===== config.mk =====
export PLATFORM = sky130hd
export DESIGN_NAME = modular_arithmetic_unit_core_flat
export DESIGN_NICKNAME = d
export VERILOG_FILES = /design/src/rtl/mau_pkg.sv /design/src/rtl/mau_if.sv /design/src/rtl/modular_arithmetic_unit_core.sv /design/src/flat_wrapper.sv
export SDC_FILE = /design/constraint.sdc
export NUM_CORES = 2
export LEC_CHECK = 0
export BUFFER_PORTS_ARGS = -buffer_cell sky130_fd_sc_hd__buf_2
export CAP_MARGIN = 20
export CORE_MARGIN = 1.5
export CORE_UTILIZATION = 31
export CTS_BUF_LIST = sky130_fd_sc_hd__clkbuf_8
export DETAILED_ROUTE_END_ITERATION = 8
export GPL_TIMING_DRIVEN = 0
export PLACE_DENSITY_LB_ADDON = 0.05
export REMOVE_ABC_BUFFERS = 1
export SYNTH_ARGS = -nofsm -noshare
export SYNTH_HDL_FRONTEND = slang
export SYNTH_SLANG_ARGS = --single-unit

===== constraint.sdc =====
create_clock -name clock -period 9 [get_ports clock]
set_input_delay 0.9 -clock clock [delete_from_list [all_inputs] [get_ports clock]]
set_output_delay 0.9 -clock clock [all_outputs]
set_load 0.1 [all_outputs]

===== src/rtl/mau_pkg.sv =====
// Package for the modular arithmetic unit: widths, operation codes and sequencer states.
// Depends on nothing; used by the channel interfaces and the core.
`default_nettype none
package mau_pkg;
   localparam int MOD_WIDTH_DEFAULT = 31;
   localparam int MODULUS_RESET = 1000000007;
   localparam int KIND_WIDTH = 3;
   localparam int EXP_WIDTH = 64;
   localparam int RAW_WIDTH = 64;

   typedef enum logic [2:0] {
      KIND_ADD    = 3'd0,
      KIND_SUB    = 3'd1,
      KIND_MUL    = 3'd2,
      KIND_DIV    = 3'd3,
      KIND_POW    = 3'd4,
      KIND_NEG    = 3'd5,
      KIND_REDUCE = 3'd6,
      KIND_NONE   = 3'd7
   } kind_type;

   typedef enum logic [6:0] {
      ST_IDLE   = 7'b0000001,
      ST_PREP   = 7'b0000010,
      ST_SETUP  = 7'b0000100,
      ST_MULRUN = 7'b0001000,
      ST_STEP   = 7'b0010000,
      ST_FINAL  = 7'b0100000,
      ST_DONE   = 7'b1000000
   } state_type;
endpackage
`default_nettype wire


===== src/rtl/mau_if.sv =====
// Valid/ready channel interfaces for requests and responses of the modular arithmetic unit.
// Depends on mau_pkg.
`default_nettype none
interface mau_req_if #(parameter int MOD_WIDTH = mau_pkg::MOD_WIDTH_DEFAULT);
   logic                            valid;
   logic                            ready;
   logic [mau_pkg::KIND_WIDTH-1:0]  kind;
   logic                            reduce_request;
   logic [30:0]                     left_operand;
   logic [30:0]                     right_operand;
   logic [mau_pkg::EXP_WIDTH-1:0]   exponent;
   logic signed [mau_pkg::RAW_WIDTH-1:0] raw_value;
   modport source (output valid, kind, reduce_request, left_operand, right_operand,
                   exponent, raw_value, input ready);
   modport sink (input valid, kind, reduce_request, left_operand, right_operand,
                 exponent, raw_value, output ready);
endinterface

interface mau_rsp_if #(parameter int MOD_WIDTH = mau_pkg::MOD_WIDTH_DEFAULT);
   logic                 valid;
   logic                 ready;
   logic [MOD_WIDTH-1:0] result;
   modport source (output valid, result, input ready);
   modport sink (input valid, result, output ready);
endinterface
`default_nettype wire


===== src/rtl/modular_arithmetic_unit_core.sv =====
// Top level of the modular arithmetic unit: one shared bit-serial modular multiplier/reducer
// driven by a small sequencer. Depends on mau_pkg and the interfaces in mau_if.sv.
//
//  channel | modport | fields
//  req     | sink    | kind, reduce_request, left_operand, right_operand, exponent, raw_value
//  rsp     | source  | result
//  csr     | (none)  | csr_we, csr_wdata (modulus)
//
// Every modular multiply and every reduction runs through one shift-and-add unit, one bit a
// cycle; a reduction takes a 64-bit raw value. Both operands are reduced first. Power then
// multiplies and squares for each set exponent bit and only squares for each clear bit, up
// to the top set bit; divide runs power on modulus minus 2 and one closing multiply.
// The request side is ready whenever the sequencer is idle; a finished result waits in its
// own register, and only a second finished result stalls while the response side holds off.
// Reset is synchronous and restores the modulus to its reset value.
`default_nettype none
module modular_arithmetic_unit_core #(
   parameter int MOD_WIDTH = mau_pkg::MOD_WIDTH_DEFAULT
) (
   input  wire logic                 clock,
   input  wire logic                 reset,
   input  wire logic                 csr_we,
   input  wire logic [MOD_WIDTH-1:0] csr_wdata,
   mau_req_if.sink                   req,
   mau_rsp_if.source                 rsp
);
   localparam int W = MOD_WIDTH;
   localparam int OPW = 31;
   localparam int EW = mau_pkg::EXP_WIDTH;
   localparam int CW = $clog2(EW + 2);

   mau_pkg::state_type state_ff, state_in;
   logic [W-1:0] modulus_ff;
   logic [W-1:0] x_ff, x_in, y_ff, y_in;
   logic [W-1:0] acc_ff, acc_in, base_ff, base_in;
   logic [EW-1:0] exp_ff, exp_in;
   mau_pkg::kind_type kind_ff, kind_in;
   logic neg_ff, neg_in;
   // Shared unit: accumulate ma_ff * mb_ff (or reduce a bit stream) MSB first.
   logic [EW-1:0] mb_ff, mb_in;
   logic [W-1:0] ma_ff, ma_in, mr_ff, mr_in;
   logic [CW-1:0] cnt_ff, cnt_in;
   logic [W-1:0] res_ff, res_in;
   logic [W-1:0] out_ff, out_in;
   logic [OPW-1:0] ro_ff, ro_in;
   logic rvalid_ff, rvalid_in;
   logic [2:0] phase_ff, phase_in;

   logic [W+1:0] dbl, dbl_r, add_v, add_r;
   logic [W-1:0] step_out;
   logic [W:0] sum2;
   logic [OPW-1:0] lo_op, ro_op;
   logic [EW-1:0] mag;

   // Phase codes for which multiply the unit performs.
   localparam logic [2:0] PH_RX = 3'd0, PH_RY = 3'd1, PH_MAIN = 3'd2, PH_SQR = 3'd3,
                          PH_MUL = 3'd4, PH_FIN = 3'd5;

   assign req.ready = (state_ff == mau_pkg::ST_IDLE);
   assign rsp.valid = rvalid_ff;
   assign rsp.result = out_ff;

   always_comb begin
      // One step: r = 2r + bit*a, reduced by up to two subtractions.
      dbl = {1'b0, mr_ff, 1'b0};
      dbl_r = (dbl >= {2'b00, modulus_ff}) ? dbl - {2'b00, modulus_ff} : dbl;
      add_v = dbl_r + (mb_ff[EW-1] ? {2'b00, ma_ff} : '0);
      add_r = (add_v >= {2'b00, modulus_ff}) ? add_v - {2'b00, modulus_ff} : add_v;
      step_out = add_r[W-1:0];
   end

   always_comb begin
      state_in = state_ff;
      x_in = x_ff; y_in = y_ff; acc_in = acc_ff; base_in = base_ff; exp_in = exp_ff;
      kind_in = kind_ff; neg_in = neg_ff;
      mb_in = mb_ff; ma_in = ma_ff; mr_in = mr_ff; cnt_in = cnt_ff;
      res_in = res_ff; out_in = out_ff; ro_in = ro_ff;
      rvalid_in = rvalid_ff; phase_in = phase_ff;
      sum2 = '0;
      lo_op = req.left_operand;
      ro_op = req.right_operand;
      mag = req.raw_value[EW-1] ? EW'(0) - req.raw_value : req.raw_value;
      if (rvalid_ff && rsp.ready) rvalid_in = 1'b0;
      unique case (state_ff)
         mau_pkg::ST_IDLE: begin
            if (req.valid && req.ready) begin
               if (req.reduce_request || req.kind == mau_pkg::KIND_REDUCE)
                  kind_in = mau_pkg::KIND_REDUCE;
               else
                  kind_in = mau_pkg::kind_type'(req.kind);
               neg_in = req.raw_value[EW-1];
               exp_in = req.exponent;
               // Both operands are reduced through the unit as well;
               // the right operand waits in its own register until the left one is done.
               mb_in = EW'(lo_op) << (EW - OPW);
               ma_in = W'(1);
               mr_in = '0;
               cnt_in = CW'(OPW);
               phase_in = PH_RX;
               ro_in = ro_op;
               acc_in = '0;
               base_in = '0;
               x_in = '0;
               y_in = '0;
               state_in = mau_pkg::ST_MULRUN;
               if (modulus_ff < W'(2)) begin
                  kind_in = mau_pkg::KIND_NONE;
                  state_in = mau_pkg::ST_FINAL;
               end else if (kind_in == mau_pkg::KIND_REDUCE) begin
                  mb_in = mag;
                  cnt_in = CW'(EW);
                  phase_in = PH_FIN;
               end
            end
         end
         mau_pkg::ST_MULRUN: begin
            mr_in = step_out;
            mb_in = {mb_ff[EW-2:0], 1'b0};
            cnt_in = cnt_ff - CW'(1);
            if (cnt_ff == CW'(1)) state_in = mau_pkg::ST_STEP;
         end
         mau_pkg::ST_STEP: begin
            state_in = mau_pkg::ST_MULRUN;
            ma_in = '0;
            mr_in = '0;
            cnt_in = CW'(W);
            mb_in = '0;
            unique case (phase_ff)
               PH_RX: begin
                  x_in = mr_ff;
                  mb_in = EW'(ro_ff) << (EW - OPW);
                  ma_in = W'(1);
                  cnt_in = CW'(OPW);
                  phase_in = PH_RY;
               end
               PH_RY: begin
                  y_in = mr_ff;
                  acc_in = W'(1);
                  unique case (kind_ff)
                     mau_pkg::KIND_MUL: begin
                        mb_in = EW'(x_ff) << (EW - W);
                        ma_in = mr_ff;
                        phase_in = PH_FIN;
                     end
                     mau_pkg::KIND_DIV, mau_pkg::KIND_POW: begin
                        base_in = (kind_ff == mau_pkg::KIND_DIV) ? mr_ff : x_ff;
                        exp_in = (kind_ff == mau_pkg::KIND_DIV) ?
                                 EW'(modulus_ff - W'(2)) : exp_ff;
                        if (kind_ff == mau_pkg::KIND_DIV && mr_ff == '0) begin
                           res_in = '0;
                           state_in = mau_pkg::ST_DONE;
                        end else begin
                           state_in = mau_pkg::ST_SETUP;
                        end
                     end
                     default: state_in = mau_pkg::ST_FINAL;
                  endcase
               end
               PH_MUL: begin
                  acc_in = mr_ff;
                  mb_in = EW'(base_ff) << (EW - W);
                  ma_in = base_ff;
                  phase_in = PH_SQR;
               end
               PH_SQR: begin
                  base_in = mr_ff;
                  exp_in = exp_ff >> 1;
                  state_in = mau_pkg::ST_SETUP;
               end
               PH_MAIN: begin
                  res_in = mr_ff;
                  state_in = mau_pkg::ST_DONE;
               end
               default: begin
                  res_in = mr_ff;
                  if (kind_ff == mau_pkg::KIND_REDUCE && neg_ff && mr_ff != '0)
                     res_in = modulus_ff - mr_ff;
                  state_in = mau_pkg::ST_DONE;
               end
            endcase
         end
         mau_pkg::ST_SETUP: begin
            // One square-and-multiply step, divide's closing multiply, or power's end.
            state_in = mau_pkg::ST_MULRUN;
            mr_in = '0;
            cnt_in = CW'(W);
            if (exp_ff == '0) begin
               if (kind_ff == mau_pkg::KIND_DIV) begin
                  mb_in = EW'(x_ff) << (EW - W);
                  ma_in = acc_ff;
                  phase_in = PH_MAIN;
               end else begin
                  res_in = acc_ff;
                  state_in = mau_pkg::ST_DONE;
               end
            end else if (exp_ff[0]) begin
               mb_in = EW'(acc_ff) << (EW - W);
               ma_in = base_ff;
               phase_in = PH_MUL;
            end else begin
               mb_in = EW'(base_ff) << (EW - W);
               ma_in = base_ff;
               phase_in = PH_SQR;
            end
         end
         mau_pkg::ST_FINAL: begin
            res_in = '0;
            sum2 = {1'b0, x_ff} + {1'b0, y_ff};
            unique case (kind_ff)
               mau_pkg::KIND_ADD:
                  res_in = (sum2 >= {1'b0, modulus_ff}) ? W'(sum2 - {1'b0, modulus_ff})
                                                         : W'(sum2);
               mau_pkg::KIND_SUB: begin
                  sum2 = {1'b0, x_ff} + {1'b0, modulus_ff - y_ff};
                  res_in = (sum2 >= {1'b0, modulus_ff}) ? W'(sum2 - {1'b0, modulus_ff})
                                                         : W'(sum2);
               end
               mau_pkg::KIND_NEG: res_in = (x_ff == '0) ? '0 : modulus_ff - x_ff;
               default: res_in = '0;
            endcase
            state_in = mau_pkg::ST_DONE;
         end
         mau_pkg::ST_DONE: begin
            // The result moves to the output register once the previous one has left.
            if (!rvalid_ff || rsp.ready) begin
               rvalid_in = 1'b1;
               out_in = res_ff;
               state_in = mau_pkg::ST_IDLE;
            end
         end
         default: state_in = mau_pkg::ST_IDLE;
      endcase
   end

   always_ff @(posedge clock) begin
      if (reset) begin
         state_ff <= mau_pkg::ST_IDLE;
         rvalid_ff <= 1'b0;
         modulus_ff <= W'(mau_pkg::MODULUS_RESET);
      end else begin
         state_ff <= state_in;
         rvalid_ff <= rvalid_in;
         if (csr_we) modulus_ff <= csr_wdata;
      end
      x_ff <= x_in; y_ff <= y_in; acc_ff <= acc_in; base_ff <= base_in; exp_ff <= exp_in;
      kind_ff <= kind_in; neg_ff <= neg_in; mb_ff <= mb_in; ma_ff <= ma_in;
      mr_ff <= mr_in; cnt_ff <= cnt_in; res_ff <= res_in; out_ff <= out_in; ro_ff <= ro_in;
      phase_ff <= phase_in;
   end
endmodule
`default_nettype wire

===== src/flat_wrapper.sv =====
// flat-port wrapper written by rule: the top's interface ports become plain ports
module modular_arithmetic_unit_core_flat 
#(
   parameter int MOD_WIDTH = mau_pkg::MOD_WIDTH_DEFAULT
)
  (clock, reset, csr_we, csr_wdata, req_valid, req_kind, req_reduce_request, req_left_operand, req_right_operand, req_exponent, req_raw_value, req_ready, rsp_valid, rsp_result, rsp_ready);
  mau_req_if #(.MOD_WIDTH(MOD_WIDTH)) req_i ();
  mau_rsp_if #(.MOD_WIDTH(MOD_WIDTH)) rsp_i ();
  input  wire logic clock;
  input  wire logic reset;
  input  wire logic csr_we;
  input  wire logic [MOD_WIDTH-1:0] csr_wdata;
  input wire logic [$bits(req_i.valid)-1:0] req_valid;
  input wire logic [$bits(req_i.kind)-1:0] req_kind;
  input wire logic [$bits(req_i.reduce_request)-1:0] req_reduce_request;
  input wire logic [$bits(req_i.left_operand)-1:0] req_left_operand;
  input wire logic [$bits(req_i.right_operand)-1:0] req_right_operand;
  input wire logic [$bits(req_i.exponent)-1:0] req_exponent;
  input wire logic [$bits(req_i.raw_value)-1:0] req_raw_value;
  output wire logic [$bits(req_i.ready)-1:0] req_ready;
  output wire logic [$bits(rsp_i.valid)-1:0] rsp_valid;
  output wire logic [$bits(rsp_i.result)-1:0] rsp_result;
  input wire logic [$bits(rsp_i.ready)-1:0] rsp_ready;
  assign req_i.valid = req_valid;
  assign req_i.kind = req_kind;
  assign req_i.reduce_request = req_reduce_request;
  assign req_i.left_operand = req_left_operand;
  assign req_i.right_operand = req_right_operand;
  assign req_i.exponent = req_exponent;
  assign req_i.raw_value = req_raw_value;
  assign req_ready = req_i.ready;
  assign rsp_valid = rsp_i.valid;
  assign rsp_result = rsp_i.result;
  assign rsp_i.ready = rsp_ready;
  modular_arithmetic_unit_core #(.MOD_WIDTH(MOD_WIDTH)) u_core (.clock(clock), .reset(reset), .csr_we(csr_we), .csr_wdata(csr_wdata), .req(req_i), .rsp(rsp_i));
endmodule

==> Yosys cells after proc, flatten, opt, wreduce, memory -nomap -nowiden <==
Cells that the tools add are included.
{ "op_classes": {"add_sub_neg": 13, "n_lt_le_gt_ge": 5, "n_eq_ne": 35, "mux": 76, "n_reduce_logical": 36} }
{ "op_table": {"columns": ["operator", "count"], "rows": [
  ["64-bit 2-to-1 mux", 11],
  ["31-bit 2-to-1 mux", 19],
  ["31-bit case mux with 3 select lines", 6],
  ["31-bit case mux with 2 select lines", 6],
  ["64-bit case mux with 2 select lines", 2],
  ["64-bit case mux with 4 select lines", 1],
  ["64-bit case mux with 3 select lines", 1],
  ["31-bit subtractor", 6],
  ["32-bit by 31-bit greater-or-equal comparator with 1-bit output", 3],
  ["31-bit by 31-bit adder with 32-bit output", 2],
  ["64-bit logical NOT", 1],
  ["1-bit by 64-bit subtractor with 64-bit output (first input constant)", 1],
  ["7-bit 2-to-1 mux", 9],
  ["31-bit logical NOT", 2],
  ["7-bit case mux with 3 select lines", 2],
  ["7-bit case mux with 6 select lines", 1],
  ["33-bit by 31-bit adder with 33-bit output", 1],
  ["33-bit by 31-bit greater-or-equal comparator with 1-bit output", 1],
  ["33-bit 2-to-1 mux", 1],
  ["32-bit by 31-bit subtractor with 33-bit output", 1],
  ["31-bit by 2-bit subtractor with 32-bit output (second input constant)", 1],
  ["31-bit by 2-bit < comparator with 1-bit output (second input constant)", 1],
  ["31-bit nonzero test", 1],
  ["3-bit 2-to-1 mux", 10],
  ["34 further kinds", 75]
]} }
{ "word_totals": {"register_bits": 460, "inputBits": 230, "out_inout_bits": 33, "elab_cells": 183} }

==> Longest topological paths before layout <==
{ "depth": {"depth_word": 10, "depth_mapped": 36, "mapped_depth_nobuf": 34} }

==> Least setup slack after synthesis <==
Ideal clock, no wire load.
{ "synth_timing": {"path_type": "register to register", "startpoint": "reg u_core.state_ff[2]", "endpoint": "reg u_core.mb_ff[0], enable pin", "arrival_ps": 8382, "required_time_ps": 8416, "slack_ps": 34, "stages_incl_launch_ff": 7, "n_path_buf": 0, "cell_sequence": "dfxtp_1 > nor4_1 > nand3b_1 > inv_1 > nor2_1 > a21oi_1 > a21boi_0"} }
{ "synth_via": {"elab_chain_len": 4} }
{ "synth_lines": {"columns": ["element", "line_no", "rtl"], "rows": [
  ["start, declared", "modular_arithmetic_unit_core.sv:32", "mau_pkg::state_type state_ff, state_in;"],
  ["start signal, assigned", "modular_arithmetic_unit_core.sv:237", "state_ff <= mau_pkg::ST_IDLE;"],
  ["start signal, assigned", "modular_arithmetic_unit_core.sv:241", "state_ff <= state_in;"],
  ["7-bit by 1-bit == test with 1-bit output (*)", "modular_arithmetic_unit_core.sv:59", "assign req.ready = (state_ff == mau_pkg::ST_IDLE);"],
  ["via req_ready", "flat_wrapper.sv:20", "output wire logic [$bits(req_i.ready)-1:0] req_ready;"],
  ["1-bit logical AND", "modular_arithmetic_unit_core.sv:86", "if (req.valid && req.ready) begin"],
  ["2-bit inequality test (no line)", null, null],
  ["3-bit AND reduction (no line) (*)", null, null],
  ["end signal, assigned", "modular_arithmetic_unit_core.sv:246", "kind_ff <= kind_in; neg_ff <= neg_in; mb_ff <= mb_in; ma_ff <= ma_in;"],
  ["end, declared", "modular_arithmetic_unit_core.sv:40", "logic [EW-1:0] mb_ff, mb_in;"]
]} }
Mark *: on every way through the listed nets, which the timed path passes. The rest lies on a longest branch.
A chain may end at the register's enable or synchronous reset.

==> Worst setup path in the final report <==
{ "layout_timing": {"startpoint": "reg u_core.y_ff[1]", "endpoint": "reg u_core.res_ff[8] (data pin)"} }
{ "layout_via": {"elab_chain_len": 6} }
{ "layout_lines": {"columns": ["element", "line_no", "rtl"], "rows": [
  ["start, declared", "modular_arithmetic_unit_core.sv:34", "logic [W-1:0] x_ff, x_in, y_ff, y_in;"],
  ["start signal, assigned", "modular_arithmetic_unit_core.sv:245", "x_ff <= x_in; y_ff <= y_in; acc_ff <= acc_in; base_ff <= base_in; exp_ff <= exp_in;"],
  ["31-bit subtractor", "modular_arithmetic_unit_core.sv:214", "sum2 = {1'b0, x_ff} + {1'b0, modulus_ff - y_ff};"],
  ["31-bit by 31-bit adder with 32-bit output", "modular_arithmetic_unit_core.sv:214", null],
  ["31-bit subtractor or 32-bit by 31-bit greater-or-equal comparator with 1-bit output (tied branches)", "modular_arithmetic_unit_core.sv:215", "res_in = (sum2 >= {1'b0, modulus_ff}) ? W'(sum2 - {1'b0, modulus_ff})"],
  ["31-bit 2-to-1 mux", "modular_arithmetic_unit_core.sv:215", null],
  ["31-bit case mux with 3 select lines (*)", "modular_arithmetic_unit_core.sv:209", "unique case (kind_ff)"],
  ["31-bit case mux with 3 select lines (*)", "modular_arithmetic_unit_core.sv:84", "unique case (state_ff)"],
  ["via u_core.res_in[8]", "modular_arithmetic_unit_core.sv:43", "logic [W-1:0] res_ff, res_in;"],
  ["end signal, assigned", "modular_arithmetic_unit_core.sv:247", "mr_ff <= mr_in; cnt_ff <= cnt_in; res_ff <= res_in; out_ff <= out_in; ro_ff <= ro_in;"],
  ["end, declared", "modular_arithmetic_unit_core.sv:43", null]
]} }
Marks and branches as above.

==> reports/metrics.csv <==
stage,metric,value,unit
setup_path,timing.critical_path.slowest_cell_delay,0.59,ns
setup_path,setup.worst_path.end_class,flip-flop,
global_routing,grt_first_pass_wirelength,254000,um
detailed_routing,drt_initial_violations,3428,
status,outcome,"finished, violations left",
timing,setup_viol,0,
setup_path,critical_path_data_required_time,9.53,ns
min_path,min_path_type,input pin to flip-flop,
setup_path,r2r-end,u_core.res_ff[8]$_DFFE_PP_,
detailed_routing,drc_errors,18,
clock_tree,insertion_delay,0.85,ns
yosys,synthesis.instances,4401,
setup_path,worstSetupPathType,flip-flop to flip-flop,
setup_path,critical_path.startpoint_type,flip-flop,
floorplanning,initial_cell_density_of_the_core,31.3,%
detailed_routing,detail_route.vias_per_cell,5.70,
placed_design,buffer_ports.inserted,262,
timing,worst_slew_pin_slew,1.17,ns
yosys,yosysWarningCount,0,
setup_path,critPathSlowestCell,a222oi_1,
placed_design,hpwlAfterDp,142000,um
clock_tree,clock_tree_from_tritoncts,done,
detailed_routing,antenna_violating_nets_post_route,0,
clock_tree,cts_sinks,459,
global_routing,antenna_found_initial,15,
layout,flow.area_growth_from_synthesis,18.1,%
yosys,synth.ff_latch_count,459,
placed_design,gp_congestion,0.920,
layout,layout.area.seq,0.0134,mm2
timing,worst_hold_slack,0.233,ns
floorplanning,design.portCount,263,
timing,maxSlewViolCount,0,
detailed_routing,detail_route.wirelength,179000,um
power,cell_internal_pwr,9.87,mW
global_routing,first_global_vias,35800,
timing,clock-skew-final,0.108,ns
layout,post_layout_nonfiller_instances,6446,
yosys,post_synth_instance_area,0.0388,mm2
yosys,sequential_cell_area_fraction_in_the_yosys_report,34.6,%
layout,drive_gt1_share,14.5,%
floorplanning,die_h,357,um
power,power.combinational.fraction,71.1,%
clock_tree,clk_pin_slew_worst_paths,0.07,ns
floorplanning,rows,129,
global_routing,busiest_layer,met2,
power,power.static_leakage,18.6,nW
setup_path,timing.reg2reg.setup_slack,0.20,ns
yosys,synthDistinctLibCells,85,
floorplanning,core,0.124,mm2
timing,report.final.hold_viol_count,0,
setup_path,reg2reg_from,u_core.y_ff[1]$_DFFE_PP_,
yosys,ys_async_sr_fraction,0,%
detailed_routing,detail_route.wl_per_cell,27.8,um
clock_tree,h-tree-depth,3,
global_routing,globalRoute.totalOverflow,0,
power,power.share.switching,50.9,%
power,peakVddDrop,0.219,mV
floorplanning,design.die.area,0.127,mm2
layout,multiInputGateArea,0.0243,mm2
layout,final.fill_count,12800,
power,power.share.clock,10.6,%
job,cap_viol_max_count,0,
yosys,synth-edff-count,421,
detailed_routing,via_count,36700,
clock_tree,ctsRootBufferMaster,clkbuf_8,
global_routing,grt_use_met1,39.0,%
power,switchingPower,10.2,mW
clock_tree,cts_inserted_buffers,92,
power,power_density,439,mW/mm2
timing,min_period,8.80,ns
setup_path,crit_path_end,u_core.res_ff[8]$_DFFE_PP_,
clock_tree,cts_hold_repair.buffers,0,
floorplanning,dieWidth,357,um
global_routing,gr-usage-met2,43.2,%
timing,worst_slew_margin_rel,21.6,%
setup_path,critical_path_maximum_fanout,8,
global_routing,maximum_number_of_pins_on_one_net_before_global_route_repair,51,
setup_path,critPathLaunch,u_core.y_ff[1]$_DFFE_PP_,
clock_tree,ctsLongestPathBuffers,3,
power,seq_power_share,18.4,%
setup_path,rr_worst_depth,33,
global_routing,global_route.usage.met3,3.46,%
global_routing,gr-usage-all-layers,27.6,%
setup_path,cp.arrival,9.33,ns
timing,fmax,114,MHz
detailed_routing,drt_pass1_iterations,9,
yosys,syn-mean-instance-area,8.81,um2
placed_design,placedCellCount,6213,
layout,num-nets-final,5280,
yosys,postSynth.topFlopCell,edfxtp_1,
status,violations_in_the_final_reports,DRC,
timing,min_period_over_period,97.8,%
## power groups by stage
stage | clock, mW | sequential, mW | combinational, mW
6_report | 2.12 | 3.69 | 14.3
5_1_grt | 2.28 | 3.71 | 15.6
4_1_cts | 2.20 | 3.67 | 13.9
3_5_place_dp | 0 | 3.70 | 13.4
3_3_place_gp | 0 | 3.88 | 13.0
2_1_floorplan | 0 | 3.37 | 9.70
## area by class of cell
cell class                 count  share of cell area, %
inverter                     247                   2.21
clock buffer                  96                   2.89
multi-input combinational   3527                   53.2
clock inverter                75                  0.872
tap                         1637                   4.48
timing repair buffer         402                   6.98
antenna                        3                 0.0164
sequential                   459                   29.4
## cells in the mapped netlist, types with 45 or more instances
library cell,instances,area [um2]
a21o_1,140,1050
a21oi_1,361,1810
a221oi_1,46,403
a222oi_1,54,541
and2_1,46,288
clkbuf_1,155,582
edfxtp_1,421,12600
ha_1,311,3890
inv_1,246,923
mux2i_1,102,1020
nand2_1,441,1660
nand2b_1,47,294
nand3_1,68,340
nand4_1,45,282
nor2_1,413,1550
nor3_1,94,470
nor4_1,52,325
o211ai_1,45,338
o21a_1,50,375
o21ai_0,275,1380
o31ai_1,69,518
xnor2_1,200,1750
xor2_1,131,1150
## timing repair
item / CTS / global route
cloned: 2 / 0
pin swaps: 12 / 16
endpoints found under the setup margin: 62 / 50
buffers inserted: 36 / 20
gates resized for setup: 80 / 33
## critical path, delay by kind of cell (launching register included)
kind | cells | cell delay [ns]
mux | 1 | 0.36
buf+inv | 2 | 0.23
xor+xnor | 2 | 0.38
flops | 1 | 0.50
compound gates | 12 | 3.31
simple gates | 13 | 2.68
fa+ha+maj | 3 | 1.03
## flip-flops by register name, indices dropped and copies added, names as in the netlist
name,cells
u_core.y_ff,31
u_core.rsp.valid,1
u_core.acc_ff,31
u_core.state_ff,6
u_core.mb_ff,64
u_core.ma_ff,31
u_core.ro_ff,31
u_core.res_ff,31
u_core.x_ff,31
u_core.exp_ff,64
u_core.mr_ff,31
u_core.phase_ff,3
u_core.kind_ff,3
u_core.cnt_ff,7
u_core.rsp.result,31
u_core.neg_ff,1
u_core.modulus_ff,31
u_core.base_ff,31
## routing by layer
| metal | vias to the layer above | routed length (um) |
|---|---|---|
| li1 | 17200 | - |
| met1 | 18200 | 83400 |
| met2 | 1086 | 79400 |
| met3 | 228 | 9820 |
| met4 | 6 | 6400 |
| met5 | - | 42 |
## cells by family after synthesis
logic type,share of synthesized area [%]
compound gates,23.8
xor+xnor,7.48
fa+ha+maj,10.6
buf+inv,4.05
flops,34.6
mux,3.07
simple gates,16.4
## worst min path at each step
stage                                            from                         endpoint  slack (ns)  depth (start not counted)
after floorplan            u_core.res_ff[0]$_DFFE_PP_   u_core.rsp.result[0]$_DFFE_PP_        0.40                          0
after global placement    u_core.res_ff[12]$_DFFE_PP_  u_core.rsp.result[12]$_DFFE_PP_        0.40                          0
after detailed placement  u_core.res_ff[14]$_DFFE_PP_  u_core.rsp.result[14]$_DFFE_PP_        0.41                          0
after CTS                        req_right_operand[2]        u_core.ro_ff[2]$_DFFE_PP_        0.14                          1
after global routing             req_right_operand[2]        u_core.ro_ff[2]$_DFFE_PP_        0.16                          1
final                           req_right_operand[28]       u_core.ro_ff[28]$_DFFE_PP_        0.23                          1
## placed cells by master (no fill, tap or decap), types with 47 or more instances in the layout
cell / n
nand2_1: 439
edfxtp_1: 421
nor2_1: 404
a21oi_1: 359
ha_1: 304
buf_2: 264
inv_1: 263
o21ai_0: 263
xnor2_1: 199
a21o_1: 140
xor2_1: 130
mux2i_1: 102
clkbuf_8: 96
nor3_1: 86
o31ai_1: 66
nand3_1: 64
buf_4: 59
a222oi_1: 54
o21a_1: 50
nor4_1: 47
## per-stage QoR
| step | utilization [%] | setup TNS, ns | setup WS (ns) | instance area (um2) | power, mW |
|---|---|---|---|---|---|
| 6_report | 37.0 | 0 | 0.202 | 45800 | 20.1 |
| 3_3_place_gp | 33.5 | -2958.76 | -14.53 | 41500 | 16.8 |
| 2_1_floorplan | - | -390.98 | -4.62 | 38100 | 13.1 |
| 4_1_cts | 36.7 | 0 | 0.00696 | 45400 | 19.8 |
| 3_5_place_dp | 34.8 | -131.77 | -2.80 | 43100 | 17.1 |
| 5_1_grt | 37.0 | -0.0179 | -0.0179 | 45800 | 21.6 |
Note: power is estimated with default switching activity, not from simulation.
